File: src/rtl/sdf_pkg.sv
package sdf_pkg;

	localparam int VALUE_WIDTH = 32;
	localparam int FRAC_BITS_DEF = 16;
	localparam int DT_WIDTH = 17;
	localparam int CFG_WIDTH = 32;
	localparam int CFG_IDX_WIDTH = 2;
	localparam int SPEED_WIDTH = 31;

	localparam logic [CFG_WIDTH-1:0] SMOOTH_TIME_RST = 32'd19661;
	localparam logic [SPEED_WIDTH-1:0] LIMIT_RST = 31'h7FFF_FFFF;

	typedef enum logic [CFG_IDX_WIDTH-1:0] {
		REG_SMOOTH_TIME  = 2'd0,
		REG_MAX_SPEED    = 2'd1,
		REG_MAX_DISTANCE = 2'd2
	} reg_idx_t;

	typedef enum logic [1:0] {
		AOP_MUL,
		AOP_DIV,
		AOP_SQRT
	} aop_t;

	typedef struct packed {
		logic start;
		aop_t op;
	} arith_req_t;

	typedef struct packed {
		logic busy;
		logic done;
	} arith_sts_t;

	typedef struct packed {
		logic                           action;
		logic signed [VALUE_WIDTH-1:0]  target_x;
		logic signed [VALUE_WIDTH-1:0]  target_y;
		logic signed [VALUE_WIDTH-1:0]  target_z;
		logic [DT_WIDTH-1:0]            time_step;
	} req_word_t;

	typedef struct packed {
		logic signed [VALUE_WIDTH-1:0]  pos_x;
		logic signed [VALUE_WIDTH-1:0]  pos_y;
		logic signed [VALUE_WIDTH-1:0]  pos_z;
		logic signed [VALUE_WIDTH-1:0]  vel_x;
		logic signed [VALUE_WIDTH-1:0]  vel_y;
		logic signed [VALUE_WIDTH-1:0]  vel_z;
		logic                           snapped;
		logic                           distance_limited;
	} rsp_word_t;

endpackage

File: src/rtl/sdf_arith.sv
module sdf_arith #(
	parameter int MW = 42
) (
	input  logic                  clk,
	input  logic                  arst_n,
	input  sdf_pkg::arith_req_t   req,
	input  logic [MW-1:0]         opnd_a,
	input  logic [MW-1:0]         opnd_b,
	input  logic [2*MW-1:0]       num,
	output sdf_pkg::arith_sts_t   sts,
	output logic [2*MW-1:0]       res
);
	import sdf_pkg::*;

	localparam int PW = 2 * MW;
	localparam int CW = $clog2(PW + 1);

	aop_t            op_q;
	logic [MW-1:0]   a_q;
	logic [MW-1:0]   b_q;
	logic [MW+1:0]   rem_q;
	logic [PW-1:0]   work_q;
	logic [MW-1:0]   root_q;
	logic [CW-1:0]   cnt_q;
	logic            busy_q;
	logic            done_q;

	logic [MW:0]     mul_sum;
	logic [MW:0]     div_rem2;
	logic [MW+1:0]   div_diff;
	logic            div_ge;
	logic [MW+3:0]   sq_rem2;
	logic [MW+3:0]   sq_trial;
	logic [MW+4:0]   sq_diff;
	logic            sq_ge;

	always_comb begin
		mul_sum  = {1'b0, rem_q[MW-1:0]} + (work_q[0] ? {1'b0, a_q} : '0);
		div_rem2 = {rem_q[MW-1:0], work_q[PW-1]};
		div_diff = {1'b0, div_rem2} - {2'b00, b_q};
		div_ge   = !div_diff[MW+1];
		sq_rem2  = {rem_q, work_q[PW-1 -: 2]};
		sq_trial = {2'b00, root_q, 2'b01};
		sq_diff  = {1'b0, sq_rem2} - {1'b0, sq_trial};
		sq_ge    = !sq_diff[MW+4];
	end

	always_ff @(posedge clk or negedge arst_n) begin
		if (!arst_n) begin
			busy_q <= 1'b0;
			done_q <= 1'b0;
			cnt_q  <= '0;
			op_q   <= AOP_MUL;
		end else begin
			done_q <= 1'b0;
			if (req.start) begin
				op_q   <= req.op;
				a_q    <= opnd_a;
				b_q    <= opnd_b;
				rem_q  <= '0;
				root_q <= '0;
				busy_q <= 1'b1;
				unique case (req.op)
					AOP_MUL: begin
						work_q <= {{MW{1'b0}}, opnd_b};
						cnt_q  <= CW'(MW);
					end
					AOP_DIV: begin
						work_q <= num;
						cnt_q  <= CW'(PW);
					end
					default: begin
						work_q <= num;
						cnt_q  <= CW'(MW);
					end
				endcase
			end else if (busy_q) begin
				cnt_q <= cnt_q - 1'b1;
				if (cnt_q == CW'(1)) begin
					busy_q <= 1'b0;
					done_q <= 1'b1;
				end
				unique case (op_q)
					AOP_MUL: begin
						rem_q  <= {2'b00, mul_sum[MW:1]};
						work_q <= {work_q[PW-1:MW], mul_sum[0], work_q[MW-1:1]};
					end
					AOP_DIV: begin
						rem_q  <= div_ge ? {1'b0, div_diff[MW:0]} : {1'b0, div_rem2};
						work_q <= {work_q[PW-2:0], div_ge};
					end
					default: begin
						rem_q  <= sq_ge ? sq_diff[MW+1:0] : sq_rem2[MW+1:0];
						root_q <= {root_q[MW-2:0], sq_ge};
						work_q <= {work_q[PW-3:0], 2'b00};
					end
				endcase
			end
		end
	end

	always_comb begin
		unique case (op_q)
			AOP_MUL:  res = {rem_q[MW-1:0], work_q[MW-1:0]};
			AOP_DIV:  res = work_q;
			default:  res = {{MW{1'b0}}, root_q};
		endcase
	end

	assign sts.busy = busy_q;
	assign sts.done = done_q;

endmodule

File: config.mk
export PLATFORM = sky130hd
export DESIGN_NAME = sdf_arith
export DESIGN_NICKNAME = d
export VERILOG_FILES = /design/src/rtl/sdf_pkg.sv /design/src/rtl/sdf_arith.sv
export SDC_FILE = /design/constraint.sdc
export NUM_CORES = 1
export LEC_CHECK = 0
export BUFFER_PORTS_ARGS = -buffer_cell sky130_fd_sc_hd__clkbuf_2
export CORE_MARGIN = 2
export CORE_UTILIZATION = 25
export DETAILED_ROUTE_END_ITERATION = 7
export GPL_TIMING_DRIVEN = 0
export SYNTH_ARGS = -nofsm -noshare
export SYNTH_HDL_FRONTEND = slang
export SYNTH_SLANG_ARGS = --single-unit
File: constraint.sdc
create_clock -name clk -period 16.89 [get_ports clk]
set_input_delay 1.689 -clock clk [delete_from_list [all_inputs] [get_ports clk]]
set_output_delay 1.689 -clock clk [all_outputs]
set_load 0.05 [all_outputs]
After elaboration in Yosys (flattened, before gate mapping)
Index checks and enable logic that the tools add are counted.

Bits in registers: 265. Input port bits: 173. Output and inout bits: 86. Logic and storage cells: 48.

Add/subtract/negate cells: 4. Equal/unequal tests: 4. Multiplexer cells: 21. Reductions and logical operators: 9.

Operators by type and width (count): case mux 84 bit (2 select lines) (2); 2-to-1 mux 84 bit (3); 2-to-1 mux 42 bit (3); 2-to-1 mux 44 bit (2); case mux 44 bit (2 select lines) (1); subtractor 46 x 44 -> 47 bit (1); subtractor 43 x 42 -> 44 bit (1); adder 42 x 42 -> 43 bit (1); 2-to-1 mux 43 bit (1); 2-to-1 mux 7 bit (3); == test 7 x 1 -> 1 bit (second input constant) (1); subtractor 7 x 1 -> 7 bit (second input constant) (1); 2-to-1 mux 1 bit (6); == test 2 x 1 -> 1 bit (second input constant) (2); logical NOT 2 bit (2); AND reduction 2 bit (2); AND reduction 3 bit (1); logical NOT 1 bit (2); inequality test 2 bit (second input constant) (1); nonzero test 2 bit (1); OR reduction 2 bit (1).

Longest topological paths before layout
Depth in word-level cells: 5. Mapped depth: 15. Gate-level depth less buffers: 13.

Least setup slack after synthesis
No wires, ideal clock.

Kind: input to register. From: input req[2] (netlist bit). To: register work_q[42] (enable). Library setup time: 0.506 ns. Arrival time: 7.196 ns. Data required time: 16.384 ns. Path slack: 9.188 ns. Stages: 4. Path buffers: 1. Cell sequence: clkbuf_1 -> nor2_1 -> nor2b_1 -> a21boi_0.

Longest elaborated chain between the ends: 2. Elaborated cells on any way between the ends: 3. Those cells by class: 1 x eq/ne; 2 x reduce/logical.

Ends and longest elaborated chain: start, declared (line sdf_arith.sv:6) `input sdf_pkg::arith_req_t req,`; inequality test 2 bit (no source line) or nonzero test 2 bit (tied branches); AND reduction 3 bit (no source line) *; end signal, assigned (line sdf_arith.sv:65) `work_q <= {{MW{1'b0}}, opnd_b};`; end signal, assigned (line sdf_arith.sv:69) `work_q <= num;`; end signal, assigned (line sdf_arith.sv:73) `work_q <= num;`; end, declared (line sdf_arith.sv:22) `logic [PW-1:0] work_q;`.

Every way passes the cells marked *; elsewhere a longest branch is shown, timed or not. A chain may end at the register's enable or synchronous reset.

Final worst setup path
From: register op_q[0]. To: output res[52].

Longest elaborated chain between the ends: 2. Elaborated cells on any way between the ends: 3. Those cells by class: 1 x eq/ne; 1 x mux; 1 x reduce/logical.

Ends and longest elaborated chain: start, declared (line sdf_arith.sv:18) `aop_t op_q;`; start signal, assigned (line sdf_arith.sv:57) `op_q <= req.op;`; == test 2 x 1 -> 1 bit or logical NOT 2 bit (tied branches) (line sdf_arith.sv:103) `unique case (op_q)`; case mux 84 bit (2 select lines) * (line sdf_arith.sv:103); end, declared (line sdf_arith.sv:11) `output logic [2*MW-1:0] res`.

Marked as above.

==> summary by stage <==
Outcome
The run finished with clean final reports.

Critical path
The sort of element at the start of the critical path is a flop. The worst path required time is 15.20 ns. On the critical path, the stage with the largest delay is an instance of sky130_fd_sc_hd__buf_1. The signal on the critical path passes through clkbuf_1, buf_1, clkbuf_1, mux2i_1, nor2_1, clkbuf_2. The worst setup path is captured at an output port. The library cell appearing most often on the critical path is sky130_fd_sc_hd__clkbuf_1.

On the worst path, the slowest cell contributes a delay of roughly 1.1 ns. The critical path arrival is slightly below 4 ns. The peak fanout along the critical path is 10. The class of the most critical setup path is reg2out.

Global routing
The number of global-route vias before repair came to a little under 20k. The total congestion overflow is 0. The combined global-route utilization of all metal layers is between 15 and 20%. The number of antenna violations at the first check in global routing is 2. The maximum number of pins on one net before global-route repair is 100. The first global-routing pass estimated 131.1 mm of wire.

Timing
The worst pin sits at a relative slew slack of 6.910%. The maximum frequency from static timing analysis is between 150 and 200 MHz. The fraction of the cycle the final worst path needs is 33.58%. Across the routed clock network, the largest skew measured is between 0.03 and 0.04 ns. The measured slew at the worst slew-check pin is 1.396 ns. The total negative slack is 0 ns.

The routed design could run at a clock period as short as 5.671 ns. The number of max-slew violations in the final report is 0. Setup repair after global routing left no endpoint under its margin. The setup-violating endpoint count in the final report is 0. The smallest hold slack is ~0.56 ns.

The final count of hold timing violations is 0.

Synthesis
The average instance area after synthesis is 8.935 um2. In this run the cell area of the synthesized design comes to 22050 um2. The total of warnings raised by yosys is 0. The number of nets in the synthesized netlist is about 2.8k.

Counting flops with a built-in enable in the synthesized netlist gives ~250. The async set-or-reset flop fraction in the synthesized netlist is under 10%. The predominant post-synthesis flop cell is sky130_fd_sc_hd__edfxtp_1. The post-synthesis sequential area ratio is between 30% and 40%. After synthesis, the netlist uses 97 different library cells. After technology mapping, the gate count stands at roughly 2.5k.

After synthesis the netlist holds a flip-flop and latch count of 265.

Route
The routed design has 90.59 mm of wire. After detailed routing, the number of vias per cell comes to 5.265. The detailed router's first-iteration violation count is 1886. The first detailed-routing pass ran for 6 iterations.

The number of nets with antenna violations after routing is 0. Dividing the detail-routed wire length by the instance count gives 22.94 um. The via count of the routed design is 20.80k. In the routed design, unresolved DRC markers number 0.

Pwr
The power density over cell area is approximately 110 nW/um2. The internal power of the cells is roughly 1600 uW. The switching power of the nets is 1173 uW.

The share of total power consumed by net switching is 41.61%. The leakage power total is 0.01064 uW. The share of total power in combinational logic is 41.5%. VDD sags by at most 56.13 uV. In this run, the clock network consumes between 20% and 30% of the power. Per report_power, the sequential group accounts for 31.8% of the total.

Clocking
The clock tree from TritonCTS is done. The clock-pin slew on the worst setup and hold paths is 0.06 ns. The tree built by TritonCTS fans out to 265 sinks. The count of hold-fix buffers inserted at cts is 0. In this run the post-CTS setup repair buffer count came out at 0.

The maximum level of the CTS H-tree is 2. No sink is reached through more buffers than the 3 on the longest clock path. The clock latency on the worst-skew pair is 0.58 ns.

The TritonCTS buffer count is 36. The root cell of the clock tree is sky130_fd_sc_hd__clkbuf_16. The total of cells resized after clock tree synthesis is 0.

Placement
In this run the tool buffered the top-level ports with approximately 260 buffer cells. At the end of routability-driven placement, the weighted congestion stood at 0.9631. The post-DP HPWL is approximately 70 mm. The cell total after placement is 3885.

Die
The die covers 90600 um2. The core region is 87020 um2. Measured along the y axis, the die boundary spans 301.0 um.

The effective utilization at floorplan is 25.34%. The number of placement rows is roughly 110. The number of ports placed on the die boundary is between 200 and 300.

In this run the horizontal extent of the chip is 301.0 um.

Cells and area
Of the cells placed in the final design, the portion with a size suffix greater than 1 is 14.64%. The finished layout holds 3950 standard cells, fillers aside. In the final design database the tool counted 3072 nets. From synthesis to final layout, the design area changed by 18.04%.

Job
The max capacitance violation total is 0.

Worst hold path
In this run the worst hold path is classified as reg2reg.
[worst max-delay path, delay by kind of cell (launching register included)]
| family | cells | cell delay [ns] |
|---|---|---|
| flops | 1 | 0.35 |
| simple gates | 1 | 0.09 |
| mux | 1 | 0.38 |
| buf+inv | 4 | 2.58 |
[cell families (layout without fill, tap and decap cells)]
group	after synthesis	count (layout)	share of synthesized area [%]
simple gates	749	749	15.21
compound gates	734	734	22.44
buf+inv	274	600	4.936
flops	265	265	35.84
mux	205	205	9.703
fa+ha+maj	131	131	7.501
xor+xnor	110	110	4.369
other cells	0	1	0
[registers in the layout, indices dropped and copies added (netlist names), 2 cells and up]
signal,cells
work_q,84
rem_q,44
a_q,42
b_q,42
root_q,42
cnt_q,7
op_q,2
[final timing paths]
path / start / to / slack (ns) / cells after the start
setup / recovery: op_q[0]$_DFFE_PN0P_ / res[52] / 11.22 / 6
setup reg to reg: work_q[0]$_DFFE_PP_ / rem_q[29]$_SDFFCE_PP0P_ / 12.32 / 15
min in group asynchronous: arst_n / op_q[0]$_DFFE_PN0P_ / 1.29 / 1
hold reg to reg: work_q[65]$_DFFE_PP_ / work_q[67]$_DFFE_PP_ / 0.56 / 2
hold / removal: work_q[65]$_DFFE_PP_ / work_q[67]$_DFFE_PP_ / 0.56 / 2
max in group asynchronous: arst_n / cnt_q[0]$_DFFE_PN0N_ / 15.00 / 1
[cell usage after synthesis (8+ instances only)]
cell | n | share of area, %
sky130_fd_sc_hd__a21oi_1 | 227 | 5.2
sky130_fd_sc_hd__edfxtp_1 | 254 | 35
sky130_fd_sc_hd__mux2_2 | 49 | 2.5
sky130_fd_sc_hd__mux2_1 | 21 | 1.1
sky130_fd_sc_hd__nand2b_1 | 16 | 0.45
sky130_fd_sc_hd__a221oi_1 | 10 | 0.40
sky130_fd_sc_hd__nand2_1 | 291 | 5.0
sky130_fd_sc_hd__a31oi_1 | 25 | 0.71
sky130_fd_sc_hd__mux2i_1 | 135 | 6.1
sky130_fd_sc_hd__xnor2_1 | 63 | 2.5
sky130_fd_sc_hd__or3_1 | 8 | 0.23
sky130_fd_sc_hd__o21ai_0 | 82 | 1.9
sky130_fd_sc_hd__a311oi_1 | 15 | 0.60
sky130_fd_sc_hd__o211ai_1 | 22 | 0.75
sky130_fd_sc_hd__xor2_1 | 47 | 1.9
sky130_fd_sc_hd__nand4_1 | 26 | 0.74
sky130_fd_sc_hd__inv_1 | 134 | 2.3
sky130_fd_sc_hd__a22oi_1 | 50 | 1.7
sky130_fd_sc_hd__nor3_1 | 33 | 0.75
sky130_fd_sc_hd__clkbuf_1 | 107 | 1.8
sky130_fd_sc_hd__a211o_1 | 8 | 0.32
sky130_fd_sc_hd__o21a_1 | 18 | 0.61
sky130_fd_sc_hd__buf_1 | 12 | 0.20
sky130_fd_sc_hd__buf_2 | 11 | 0.25
sky130_fd_sc_hd__a21o_1 | 54 | 1.8
sky130_fd_sc_hd__and2_1 | 53 | 1.5
sky130_fd_sc_hd__nand3_1 | 37 | 0.84
sky130_fd_sc_hd__a211oi_1 | 84 | 2.9
sky130_fd_sc_hd__o21ai_1 | 15 | 0.34
sky130_fd_sc_hd__nor4_1 | 9 | 0.26
sky130_fd_sc_hd__and3_1 | 12 | 0.34
sky130_fd_sc_hd__ha_1 | 129 | 7.3
sky130_fd_sc_hd__nor2_1 | 231 | 3.9
sky130_fd_sc_hd__dfrtp_1 | 11 | 1.2
sky130_fd_sc_hd__o21bai_1 | 20 | 0.68
[power by group through the flow]
stage,Combinational (uW),Sequential [uW],Clock (uW)
floorplan,817,855,0
global placement,1140,909,0
detailed placement,1140,905,0
CTS,1150,893,765
global route,1260,902,791
finish,1170,898,752
[per-layer routing]
layer | up-vias | global-route usage, % | share of wire, %
li1 | 9754 | - | -
met4 | 2 | 5.330 | 2.7
met1 | 10000 | 27.07 | 45
met5 | - | 0 | 0.011
met3 | 137 | 2.749 | 7.4
met2 | 900 | 31.18 | 45
[cells in the final DEF (no fill, tap or decap), drive strengths merged, types with 86 or more instances in the layout]
| cell type | count |
|---|---|
| inv | 136 |
| ha | 129 |
| a211oi | 86 |
| nand2 | 292 |
| mux2i | 135 |
| o21ai | 100 |
| nor2 | 232 |
| edfxtp | 254 |
| a21oi | 228 |
| clkbuf | 413 |
[cell type report]
cell class	instances	area, um2
flip-flops and latches	265	7903
multi-input cells	1929	13090
clock buffers	48	977.2
diodes	1	2.502
well taps	1155	1445
inverters	134	503.0
plain buffers	140	585.6
repair buffers	262	1400
clock inverters	16	125.1
fillers	9438	60990
[per-stage QoR]
stage	setup slack, ns	area [um2]	total power, uW	util, %
finish	11.22	26030	2819	29.91
detailed placement	11.77	24920	2049	28.64
global placement	3.769	24780	2049	28.48
floorplan	9.188	22050	1672	-
global route	11.09	26030	2956	29.91
CTS	11.19	26030	2809	29.91
Power figures use the tool's default switching activity.
